**config.mk**
```make
export PLATFORM = sky130hd
export DESIGN_NAME = motion_dispense_command_sequencer
export DESIGN_NICKNAME = d
export VERILOG_FILES = /design/src/rtl/mdcs_pkg.sv /design/src/rtl/mdcs_ram.sv /design/src/rtl/motion_dispense_command_sequencer.sv
export SDC_FILE = /design/constraint.sdc
export NUM_CORES = 2
export LEC_CHECK = 0
export BUFFER_PORTS_ARGS = -buffer_cell sky130_fd_sc_hd__buf_4
export CAP_MARGIN = 20
export CORE_ASPECT_RATIO = 1.75
export CORE_MARGIN = 10
export CORE_UTILIZATION = 60
export CTS_CLUSTER_DIAMETER = 100
export DETAILED_ROUTE_END_ITERATION = 8
export GPL_TIMING_DRIVEN = 0
export PLACE_DENSITY_LB_ADDON = 0.2
export SETUP_SLACK_MARGIN = 0.4
export SYNTH_ARGS = -nofsm -noshare
export SYNTH_HDL_FRONTEND = slang
export SYNTH_SLANG_ARGS = --single-unit
```
**constraint.sdc**
```tcl
create_clock -name clock -period 17.9 [get_ports clock]
set_clock_uncertainty 0.2 [all_clocks]
set_input_delay 1.79 -clock clock [delete_from_list [all_inputs] [get_ports clock]]
set_output_delay 1.79 -clock clock [all_outputs]
set_load 0.05 [all_outputs]
```
**src/rtl/mdcs_pkg.sv**
```systemverilog
// Types and constants shared by the motion and dispense command sequencer.
package mdcs_pkg;

   // Item kinds carried on the request channel's tuser.
   typedef enum logic [1:0] {
      ACT_ADD   = 2'd0,
      ACT_CLEAR = 2'd1,
      ACT_START = 2'd2,
      ACT_TICK  = 2'd3
   } action_type;

   // Command codes held in the program store.
   localparam logic [2:0] OP_NOP      = 3'd0;
   localparam logic [2:0] OP_MOVE     = 3'd1;
   localparam logic [2:0] OP_DISPENSE = 3'd2;
   localparam logic [2:0] OP_WAIT     = 3'd3;
   localparam logic [2:0] OP_HOME     = 3'd4;

   // Run state codes as reported on the result channel.
   localparam logic [1:0] MODE_IDLE  = 2'd0;
   localparam logic [1:0] MODE_RUN   = 2'd1;
   localparam logic [1:0] MODE_FAULT = 2'd2;

   // Configuration register indexes (byte address is four times the index).
   localparam logic [1:0] REG_STEPS_PER_CM      = 2'd0;
   localparam logic [1:0] REG_MAX_RAIL_POSITION = 2'd1;
   localparam logic [1:0] REG_MAX_MOVE_TICKS    = 2'd2;
   localparam logic [1:0] REG_SETTLE_TICKS      = 2'd3;

   localparam logic [15:0] STEPS_PER_CM_RESET      = 16'd100;
   localparam logic [18:0] MAX_RAIL_POSITION_RESET = 19'd20000;
   localparam logic [31:0] MAX_MOVE_TICKS_RESET    = 32'd20000;
   localparam logic [15:0] SETTLE_TICKS_RESET      = 16'd250;

   // Target of a home run, below the switch so the switch is always reached.
   localparam logic signed [19:0] HOME_TARGET = -20'sd500;

   // One command of the program list.
   typedef struct packed {
      logic [2:0]  op;
      logic [15:0] param_a;
      logic [15:0] param_b;
   } entry_type;

   // Result item, last field in the lowest bits.
   typedef struct packed {
      logic               drive_off;
      logic               home_found;
      logic               stop_all;
      logic [15:0]        dispense_amount;
      logic [4:0]         dispense_unit;
      logic               dispense_cmd;
      logic               homing_speed;
      logic signed [19:0] move_target;
      logic               move_cmd;
      logic [1:0]         run_state;
      logic               accepted;
   } result_type;

endpackage

```
**src/rtl/mdcs_ram.sv**
```systemverilog
// Generic RAM with one write port and two registered, write-first read ports.
module mdcs_ram #(
   parameter int WIDTH      = 35,
   parameter int DEPTH      = 32,
   parameter int ADDR_WIDTH = (DEPTH > 1) ? $clog2(DEPTH) : 1
) (
   input  logic                  clock,
   input  logic                  wr_en,
   input  logic [ADDR_WIDTH-1:0] wr_addr,
   input  logic [WIDTH-1:0]      wr_data,
   input  logic [ADDR_WIDTH-1:0] rd_addr_a,
   output logic [WIDTH-1:0]      rd_data_a,
   input  logic [ADDR_WIDTH-1:0] rd_addr_b,
   output logic [WIDTH-1:0]      rd_data_b
);

   logic [WIDTH-1:0] mem_ff [DEPTH];
   logic [WIDTH-1:0] rd_data_a_ff;
   logic [WIDTH-1:0] rd_data_b_ff;

   always_ff @(posedge clock) begin
      if (wr_en) begin
         mem_ff[wr_addr] <= wr_data;
      end
      // A read of the address being written returns the new data.
      if (wr_en && (wr_addr == rd_addr_a)) begin
         rd_data_a_ff <= wr_data;
      end else begin
         rd_data_a_ff <= mem_ff[rd_addr_a];
      end
      if (wr_en && (wr_addr == rd_addr_b)) begin
         rd_data_b_ff <= wr_data;
      end else begin
         rd_data_b_ff <= mem_ff[rd_addr_b];
      end
   end

   assign rd_data_a = rd_data_a_ff;
   assign rd_data_b = rd_data_b_ff;

endmodule

```
**src/rtl/motion_dispense_command_sequencer.sv**
```systemverilog
// Command-list sequencer for a rail platform and dispensers.
//
//   channel  direction  handshake                 payload
//   req      in         req_tvalid / req_tready   req_tdata, req_tuser (kind of item)
//   rsp      out        rsp_tvalid / rsp_tready   rsp_tdata, one result per request
//   csr      in         csr_psel / csr_penable    32-bit registers at 0x0, 0x4, 0x8, 0xC
//
// One request is taken per cycle while req_tready is high; its result is registered.
// All state of the sequencer updates in the cycle of the transfer; the program store has
// two registered read ports addressed from the next step, so the current and the following
// command are ready when the next tick arrives.
// Reset clears the list length, step, run state and counters; there is no clearing pass.
// A two-entry output buffer absorbs one stalled result; req_tready drops only when both
// entries are full.
module motion_dispense_command_sequencer #(
   parameter int PROGRAM_DEPTH = 32,
   parameter int UNIT_COUNT    = 21
) (
   input  logic        clock,
   input  logic        reset,
   // Request channel.
   input  logic        req_tvalid,
   output logic        req_tready,
   // [2:0] op, [18:3] param_a, [34:19] param_b, [35] limit_hit, [36] at_target,
   // [37] dispenser_idle, [39:38] zero
   input  logic [39:0] req_tdata,
   // [1:0] action
   input  logic [1:0]  req_tuser,
   // Result channel.
   output logic        rsp_tvalid,
   input  logic        rsp_tready,
   // [0] accepted, [2:1] run_state, [3] move_cmd, [23:4] move_target, [24] homing_speed,
   // [25] dispense_cmd, [30:26] dispense_unit, [46:31] dispense_amount, [47] stop_all,
   // [48] home_found, [49] drive_off, [55:50] zero
   output logic [55:0] rsp_tdata,
   // Configuration port.
   input  logic        csr_psel,
   input  logic        csr_penable,
   input  logic        csr_pwrite,
   input  logic [3:0]  csr_paddr,
   input  logic [31:0] csr_pwdata,
   output logic [31:0] csr_prdata,
   output logic        csr_pready
);

   localparam int LEN_WIDTH = $clog2(PROGRAM_DEPTH + 1);
   localparam int IDX_WIDTH = (PROGRAM_DEPTH > 1) ? $clog2(PROGRAM_DEPTH) : 1;
   localparam int PAD_WIDTH = 56 - $bits(mdcs_pkg::result_type);

   // Configuration registers.
   logic [15:0] steps_per_cm_ff;
   logic [18:0] max_rail_position_ff;
   logic [31:0] max_move_ticks_ff;
   logic [15:0] settle_ticks_ff;
   logic        csr_write;

   // Sequencer state.
   logic [LEN_WIDTH-1:0] length_ff, length_in;
   logic [LEN_WIDTH-1:0] step_ff, step_in, step_next_in;
   logic [1:0]           mode_ff, mode_in;
   logic signed [19:0]   last_target_ff, last_target_in;
   logic [31:0]          move_elapsed_ff, move_elapsed_in;
   logic [31:0]          wait_elapsed_ff, wait_elapsed_in;
   mdcs_pkg::entry_type  entry0_ff;

   // Output buffer.
   mdcs_pkg::result_type out_ff, skid_ff;
   logic                 out_valid_ff, skid_valid_ff;
   logic                 rsp_pop;

   // Request decode.
   mdcs_pkg::action_type action;
   logic [2:0]           op;
   logic [15:0]          param_a;
   logic [15:0]          param_b;
   logic                 limit_hit;
   logic                 at_target;
   logic                 dispenser_idle;
   logic                 accept;

   // Program store access.
   mdcs_pkg::entry_type  new_entry;
   mdcs_pkg::entry_type  cur_entry;
   mdcs_pkg::entry_type  nxt_entry;
   mdcs_pkg::entry_type  issue_entry;
   logic                 wr_en;

   // Datapath.
   mdcs_pkg::result_type res;
   logic                 add_ok;
   logic                 do_issue;
   logic                 issue_valid;
   logic [31:0]          move_prod;
   logic [18:0]          move_pos;
   logic [31:0]          move_sat;
   logic [31:0]          wait_sat;
   logic                 limit_fault;
   logic [2:0]           cur_op;
   logic [15:0]          cur_a;
   logic                 done;
   logic                 fault;

   assign action         = mdcs_pkg::action_type'(req_tuser);
   assign op             = req_tdata[2:0];
   assign param_a        = req_tdata[18:3];
   assign param_b        = req_tdata[34:19];
   assign limit_hit      = req_tdata[35];
   assign at_target      = req_tdata[36];
   assign dispenser_idle = req_tdata[37];

   assign req_tready = !skid_valid_ff;
   assign accept     = req_tvalid && req_tready;
   assign rsp_pop    = out_valid_ff && rsp_tready;

   // ---------------------------------------------------------------- configuration port

   assign csr_pready = 1'b1;
   assign csr_write  = csr_psel && csr_penable && csr_pwrite && csr_pready;

   always_comb begin
      case (csr_paddr[3:2])
         mdcs_pkg::REG_STEPS_PER_CM:      csr_prdata = {16'b0, steps_per_cm_ff};
         mdcs_pkg::REG_MAX_RAIL_POSITION: csr_prdata = {13'b0, max_rail_position_ff};
         mdcs_pkg::REG_MAX_MOVE_TICKS:    csr_prdata = max_move_ticks_ff;
         mdcs_pkg::REG_SETTLE_TICKS:      csr_prdata = {16'b0, settle_ticks_ff};
         default:                         csr_prdata = 32'b0;
      endcase
   end

   always_ff @(posedge clock) begin
      if (reset) begin
         steps_per_cm_ff      <= mdcs_pkg::STEPS_PER_CM_RESET;
         max_rail_position_ff <= mdcs_pkg::MAX_RAIL_POSITION_RESET;
         max_move_ticks_ff    <= mdcs_pkg::MAX_MOVE_TICKS_RESET;
         settle_ticks_ff      <= mdcs_pkg::SETTLE_TICKS_RESET;
      end else if (csr_write) begin
         case (csr_paddr[3:2])
            mdcs_pkg::REG_STEPS_PER_CM:      steps_per_cm_ff      <= csr_pwdata[15:0];
            mdcs_pkg::REG_MAX_RAIL_POSITION: max_rail_position_ff <= csr_pwdata[18:0];
            mdcs_pkg::REG_MAX_MOVE_TICKS:    max_move_ticks_ff    <= csr_pwdata;
            mdcs_pkg::REG_SETTLE_TICKS:      settle_ticks_ff      <= csr_pwdata[15:0];
            default: begin
            end
         endcase
      end
   end

   // ---------------------------------------------------------------- program store

   assign new_entry.op      = op;
   assign new_entry.param_a = param_a;
   assign new_entry.param_b = param_b;

   assign step_next_in = step_in + LEN_WIDTH'(1);

   // Port a holds the command at the step, port b the one after it, both for the next item.
   mdcs_ram #(
      .WIDTH      ($bits(mdcs_pkg::entry_type)),
      .DEPTH      (PROGRAM_DEPTH),
      .ADDR_WIDTH (IDX_WIDTH)
   ) u_store (
      .clock     (clock),
      .wr_en     (wr_en),
      .wr_addr   (length_ff[IDX_WIDTH-1:0]),
      .wr_data   (new_entry),
      .rd_addr_a (step_in[IDX_WIDTH-1:0]),
      .rd_data_a (cur_entry),
      .rd_addr_b (step_next_in[IDX_WIDTH-1:0]),
      .rd_data_b (nxt_entry)
   );

   // ---------------------------------------------------------------- sequencer

   // A start issues the first command, which is kept in its own register.
   assign issue_entry = (action == mdcs_pkg::ACT_START) ? entry0_ff : nxt_entry;
   assign move_prod   = {16'b0, issue_entry.param_a} * {16'b0, steps_per_cm_ff};
   assign move_pos    = (move_prod > {13'b0, max_rail_position_ff}) ?
                        max_rail_position_ff : move_prod[18:0];

   assign move_sat = (move_elapsed_ff == '1) ? move_elapsed_ff : move_elapsed_ff + 32'd1;
   assign wait_sat = (wait_elapsed_ff == '1) ? wait_elapsed_ff : wait_elapsed_ff + 32'd1;

   assign add_ok = (op <= mdcs_pkg::OP_HOME)
                && !((op == mdcs_pkg::OP_DISPENSE) && (param_a >= 16'(UNIT_COUNT)))
                && (length_ff < LEN_WIDTH'(PROGRAM_DEPTH));
   assign wr_en  = accept && (action == mdcs_pkg::ACT_ADD) && add_ok;

   assign limit_fault = limit_hit && (last_target_ff > 20'sd0)
                     && (move_sat > {16'b0, settle_ticks_ff})
                     && (mode_ff != mdcs_pkg::MODE_FAULT);

   // A step at or past the end of the list counts as a finished no-op.
   assign cur_op = (step_ff < length_ff) ? cur_entry.op : mdcs_pkg::OP_NOP;
   assign cur_a  = (step_ff < length_ff) ? cur_entry.param_a : 16'b0;

   always_comb begin
      done  = 1'b0;
      fault = 1'b0;
      case (cur_op)
         mdcs_pkg::OP_MOVE: begin
            done  = at_target;
            fault = move_sat > max_move_ticks_ff;
         end
         mdcs_pkg::OP_DISPENSE: begin
            done = dispenser_idle;
         end
         mdcs_pkg::OP_WAIT: begin
            done = wait_sat >= {16'b0, cur_a};
         end
         mdcs_pkg::OP_HOME: begin
            done  = limit_hit;
            fault = !limit_hit && (at_target || (move_sat > max_move_ticks_ff));
         end
         default: begin
            done = 1'b1;
         end
      endcase
   end

   always_comb begin
      length_in       = length_ff;
      step_in         = step_ff;
      mode_in         = mode_ff;
      last_target_in  = last_target_ff;
      move_elapsed_in = move_elapsed_ff;
      wait_elapsed_in = wait_elapsed_ff;
      res             = '0;
      do_issue        = 1'b0;
      issue_valid     = 1'b0;

      if (accept) begin
         case (action)
            mdcs_pkg::ACT_ADD: begin
               if (add_ok) begin
                  length_in    = length_ff + LEN_WIDTH'(1);
                  res.accepted = 1'b1;
               end
            end
            mdcs_pkg::ACT_CLEAR: begin
               length_in = '0;
            end
            mdcs_pkg::ACT_START: begin
               if ((mode_ff == mdcs_pkg::MODE_IDLE) && (length_ff != '0)) begin
                  step_in      = '0;
                  do_issue     = 1'b1;
                  issue_valid  = 1'b1;
                  mode_in      = mdcs_pkg::MODE_RUN;
                  res.accepted = 1'b1;
               end
            end
            default: begin
               move_elapsed_in = move_sat;
               wait_elapsed_in = wait_sat;
               if (limit_fault) begin
                  mode_in      = mdcs_pkg::MODE_FAULT;
                  res.stop_all = 1'b1;
               end else if (mode_ff == mdcs_pkg::MODE_RUN) begin
                  res.home_found = (cur_op == mdcs_pkg::OP_HOME) && limit_hit;
                  // A fault on the tick of completion wins over advancing.
                  if (fault) begin
                     mode_in      = mdcs_pkg::MODE_FAULT;
                     res.stop_all = 1'b1;
                  end else if (done) begin
                     step_in     = step_ff + LEN_WIDTH'(1);
                     do_issue    = 1'b1;
                     issue_valid = (step_ff + LEN_WIDTH'(1)) < length_ff;
                     if (!issue_valid) begin
                        res.drive_off = 1'b1;
                        mode_in       = mdcs_pkg::MODE_IDLE;
                     end
                  end
               end
            end
         endcase

         if (do_issue && issue_valid) begin
            case (issue_entry.op)
               mdcs_pkg::OP_MOVE: begin
                  res.move_cmd    = 1'b1;
                  res.move_target = {1'b0, move_pos};
                  last_target_in  = {1'b0, move_pos};
                  move_elapsed_in = '0;
               end
               mdcs_pkg::OP_DISPENSE: begin
                  res.dispense_cmd    = 1'b1;
                  res.dispense_unit   = issue_entry.param_a[4:0];
                  res.dispense_amount = issue_entry.param_b;
               end
               mdcs_pkg::OP_WAIT: begin
                  wait_elapsed_in = '0;
               end
               mdcs_pkg::OP_HOME: begin
                  res.move_cmd     = 1'b1;
                  res.move_target  = mdcs_pkg::HOME_TARGET;
                  res.homing_speed = 1'b1;
                  last_target_in   = mdcs_pkg::HOME_TARGET;
                  move_elapsed_in  = '0;
               end
               default: begin
               end
            endcase
         end
      end

      res.run_state = mode_in;
   end

   always_ff @(posedge clock) begin
      if (reset) begin
         length_ff       <= '0;
         step_ff         <= '0;
         mode_ff         <= mdcs_pkg::MODE_IDLE;
         last_target_ff  <= '0;
         move_elapsed_ff <= '0;
         wait_elapsed_ff <= '0;
      end else begin
         length_ff       <= length_in;
         step_ff         <= step_in;
         mode_ff         <= mode_in;
         last_target_ff  <= last_target_in;
         move_elapsed_ff <= move_elapsed_in;
         wait_elapsed_ff <= wait_elapsed_in;
      end
   end

   always_ff @(posedge clock) begin
      if (wr_en && (length_ff == '0)) begin
         entry0_ff <= new_entry;
      end
   end

   // ---------------------------------------------------------------- output buffer

   always_ff @(posedge clock) begin
      if (reset) begin
         out_valid_ff  <= 1'b0;
         skid_valid_ff <= 1'b0;
      end else if (skid_valid_ff) begin
         if (rsp_pop) begin
            out_ff        <= skid_ff;
            skid_valid_ff <= 1'b0;
         end
      end else if (accept) begin
         if (out_valid_ff && !rsp_pop) begin
            skid_ff       <= res;
            skid_valid_ff <= 1'b1;
         end else begin
            out_ff       <= res;
            out_valid_ff <= 1'b1;
         end
      end else if (rsp_pop) begin
         out_valid_ff <= 1'b0;
      end
   end

   assign rsp_tvalid = out_valid_ff;
   assign rsp_tdata  = {{PAD_WIDTH{1'b0}}, out_ff};

`ifndef SYNTHESIS
   // The second buffer entry is only ever filled behind a waiting first entry.
   assert property (@(posedge clock) disable iff (reset)
      skid_valid_ff |-> out_valid_ff)
      else $error("skid entry valid while output entry empty");

   assert property (@(posedge clock) disable iff (reset)
      (out_valid_ff && out_ff.stop_all) |-> (out_ff.run_state == mdcs_pkg::MODE_FAULT))
      else $error("stop_all reported without fault state");

   assert property (@(posedge clock) disable iff (reset)
      out_valid_ff |-> !(out_ff.move_cmd && out_ff.dispense_cmd))
      else $error("move and dispense issued by one result");

   assert property (@(posedge clock) disable iff (reset)
      length_ff <= LEN_WIDTH'(PROGRAM_DEPTH))
      else $error("program length beyond store depth");

   // Only reset leaves the fault state.
   assert property (@(posedge clock) disable iff (reset)
      (mode_ff == mdcs_pkg::MODE_FAULT) |=> (mode_ff == mdcs_pkg::MODE_FAULT))
      else $error("fault state left without reset");
`endif

endmodule
```
==> summary.md <==
| Metric | Value |
|---|---|
| Post-Synth Simple-Gate Area | 7.40% |
| Post-synthesis cell count | 4866 |
| Internal | 0.00550 W |
| Design area | 0.0838 mm² |
| Netlist Area Pre-Place | 0.0736 mm² |
| Max incr delay on CP | 0.93 ns |
| Die area | ~0.14 mm² |
| Layout cells sized above 1 | 21.9% |
| Total CTS buffers | between 100 and 150 |
| Max Fanout on Critical Path | 10 |
| Register area | around 0.041 mm² |
| Unique cell type count in the Yosys netlist | 84 |
| Clk_lat worst skew | just over 0.8 ns |
| CTS tree | yes |
| Synth Register Bits | 1446 |
| CP startpoint kind | flop |
| Min Tclk post-route | roughly 17 ns |
| Die height | between 400 and 500 µm |
| Initial DRC count | roughly 6100 |
| Nets@finish | approximately 5800 |
| VDD IR max | between 0.1 and 0.15 mV |
| Sw Share | around a quarter |
| Number of port buffers | ~160 |
| Post-Synth Adder-Cell Area | slightly below 9% |
| Final global-route overflow total | 0 |
| Commonest register cell after synthesis | edfxtp_1 |
| Top-Level Pins | around 180 |
| Die Span X | 285 µm |
| CP Capture Type | flop |
| Status | finished clean |
| Initial antenna violation count | 10 |
| Seq pwr share | between 50% and 60% |
| Power Total | between 0.007 and 0.008 W |
| Hold Crit Class | flop to flop |
| Total track usage | between 30% and 40% |
| Slew Viols, Final | 0 |
| XOR/XNOR Fraction of Synth Area | between 1 and 1.5% |
| Highest Clock Rate | around 58 MHz |
| Setup_tns | 0 ns |
| P_sw | approximately 0.0018 W |
| Pre-antenna DRT Iters | 5 |
| Sequential-to-total area share from yosys stat | 56.4% |
| CTS Root Cell | clkbuf_16 |
| Critical setup path kind | flop to flop |
| Detailed Place HPWL | 171000 µm |
| Layout filler cell count | ~8000 |
| GR Util met2 | approximately three fifths |
| CTS resizes | 0 |
| Most used routing layer | met2 |
| Commonest cells in the netlist | edfxtp_1, mux4_2, nand2_1, inv_1, ha_1 |
| Vias/cell | just under 7 |
| CTS sink cnt | 1446 |
| Area grow syn2layout | 13.8% |
| Met3 usage | 8.57% |
| Post-synth ARST share | 0% |
| Leak | 28.8 nW |
| Via Count | roughly 48000 |
| Clock power share | between 30% and 40% |
| Largest net degree at the start of global routing | 50 |
| Gpl congestion | approximately 0.95 |
| Share of the synthesized area in the top cell type | between 50% and 60% |
| Final WL | ~250000 µm |
| Largest family of logic cells by synthesized area | multiplexers |
| Relative slew slack | 12.9% |
| Most common cell in the netlist | edfxtp_1 |
| Clk buf depth | 3 |
| H-tree Lvls | 4 |
| Yosys Warn Count | 0 |
| Post-CTS setup buffers | 0 |
| Clock Pin Slew Worst Setup and Hold Paths | ~0.060 ns |
| Vias in the first global route | a little over 50000 |
| Critical Path AT | 17.64 ns |
| Synth top area cells | edfxtp_1, mux4_2, fa_1 |
| Met1 usage | a little under two fifths |
| Initial Util | around 60% |
| Mapped Avg Cell Area | 15.1 µm² |
| Core area | around 0.12 mm² |
| Final Hold Fails | 0 |
| Routed length per placed instance | between 30 and 40 µm |
| Detail Route Antenna Nets | 0 |
| CP Data Required Time | around 18 ns |
| Compound-Gate Fraction of Synth Area | 4.52% |
| Global-route wire length before repair | 352000 µm |
| Post-synth EDFFs | approximately 1300 |
| Period utilization | approximately 97% |
| CTS Hold Bufs | 0 |
| DRC viols | 0 |
| Dominant cell type by count on the critical path | clkbuf_1 |
| Slew @ Worst Pin | between 1 and 1.5 ns |
| Combinational share of power | about a tenth |
| Post-place instance area | ~0.079 mm² |
| Slowest-stage cell, CP | clkbuf_1 |
| Final setup viols | 0 |
| Placement row count | between 150 and 200 |
| Area of the multi-input gates | 0.0300 mm² |
| Mux cell area share after synthesis | between 10% and 20% |
| Cell area power density | just under 90 mW/mm² |
| Maximum capacitance violations | 0 |
| Unrepaired setup endpoints after global routing | false |
| Synth area leader | edfxtp_1 |
## cells in the final DEF, fill, tap and decap left out, types with 135 or more instances in the layout
cell       count
clkbuf_16    135
nand2_1      409
mux4_2       534
clkbuf_1     212
inv_1        334
ha_1         205
dfxtp_1      193
buf_4        188
nor2_1       162
fa_1         194
a21oi_1      168
edfxtp_1    1253
## sequential cells by signal, indices dropped and copies added, names as in the netlist, 16 cells and up, named ones only
name	count
skid_ff	49
last_target_ff	20
entry0_ff	35
max_move_ticks_ff	32
u_store.mem_ff	1120
move_elapsed_ff	32
rsp_tdata	49
wait_elapsed_ff	32
max_rail_position_ff	19
settle_ticks_ff	16
steps_per_cm_ff	16
## final cells by class
type / count / area share (%)
sequential: 1446 / 49.5
multi-input combinational: 2805 / 35.8
clock buffer: 155 / 4.16
timing repair buffer: 284 / 4.12
tap: 1634 / 2.44
inverter: 336 / 1.51
buffer: 284 / 1.42
clock inverter: 75 / 1.02
antenna: 8 / 0.0239
## through the flow
step	setup WS [ns]	util, %	std cells	hold WS [ns]
2_1_floorplan	5.63	-	4871	0.233
3_3_place_gp	0.744	62.9	6668	0.247
3_5_place_dp	1.06	64.7	6774	0.252
4_1_cts	1.06	68.3	7004	0.266
5_1_grt	0.424	68.5	7020	0.281
6_report	0.535	68.5	7027	0.266
## layer usage
layer / part of all wire [%] / vias to the layer above / routed length [µm]
li1: - / 19379 / -
met1: 29 / 24175 / 71600
met2: 50 / 3623 / 122000
met3: 9.6 / 1267 / 23600
met4: 12 / 2 / 28400
met5: 0.0045 / - / 11
## critical path, delay by kind of cell, from the launching register on
| family | cells | cell delay [ns] |
|---|---|---|
| fa+ha+maj | 8 | 3.79 |
| simple gates | 9 | 2.46 |
| xor+xnor | 1 | 0.31 |
| compound gates | 8 | 2.12 |
| flops | 1 | 0.30 |
| mux | 4 | 2.13 |
| buf+inv | 12 | 5.69 |
## path summary, 6_finish.rpt
kind	start	endpoint	slack, ns	cells after the start
worst max-delay path	flop	rsp_tdata[15]	0.53	42
worst min-delay path	last_target_ff[4]	last_target_ff[4]	0.27	1
worst max register to register	flop	rsp_tdata[15]	0.53	42
worst min register to register	last_target_ff[4]	last_target_ff[4]	0.27	1
## power groups by stage
stage / clock network (W) / logic, W / registers (W)
2_1_floorplan: 0 / 0.000407 / 0.00377
3_3_place_gp: 0 / 0.000670 / 0.00375
3_5_place_dp: 0 / 0.000695 / 0.00375
4_1_cts: 0.00289 / 0.000700 / 0.00368
5_1_grt: 0.00301 / 0.000768 / 0.00368
6_report: 0.00289 / 0.000711 / 0.00368
## cell families (layout without fill, tap and decap cells)
logic type / after synthesis / after routing
muxes: 670 / 670
and+or+nand+nor: 1107 / 1107
buffers and inverters: 620 / 1134
other: 2 / 15
adders and majority gates: 399 / 399
AOI/OAI and AO/OA: 508 / 508
DFF: 1446 / 1446
xor gates and xnor gates: 114 / 114
Power figures use the tool's default switching activity.
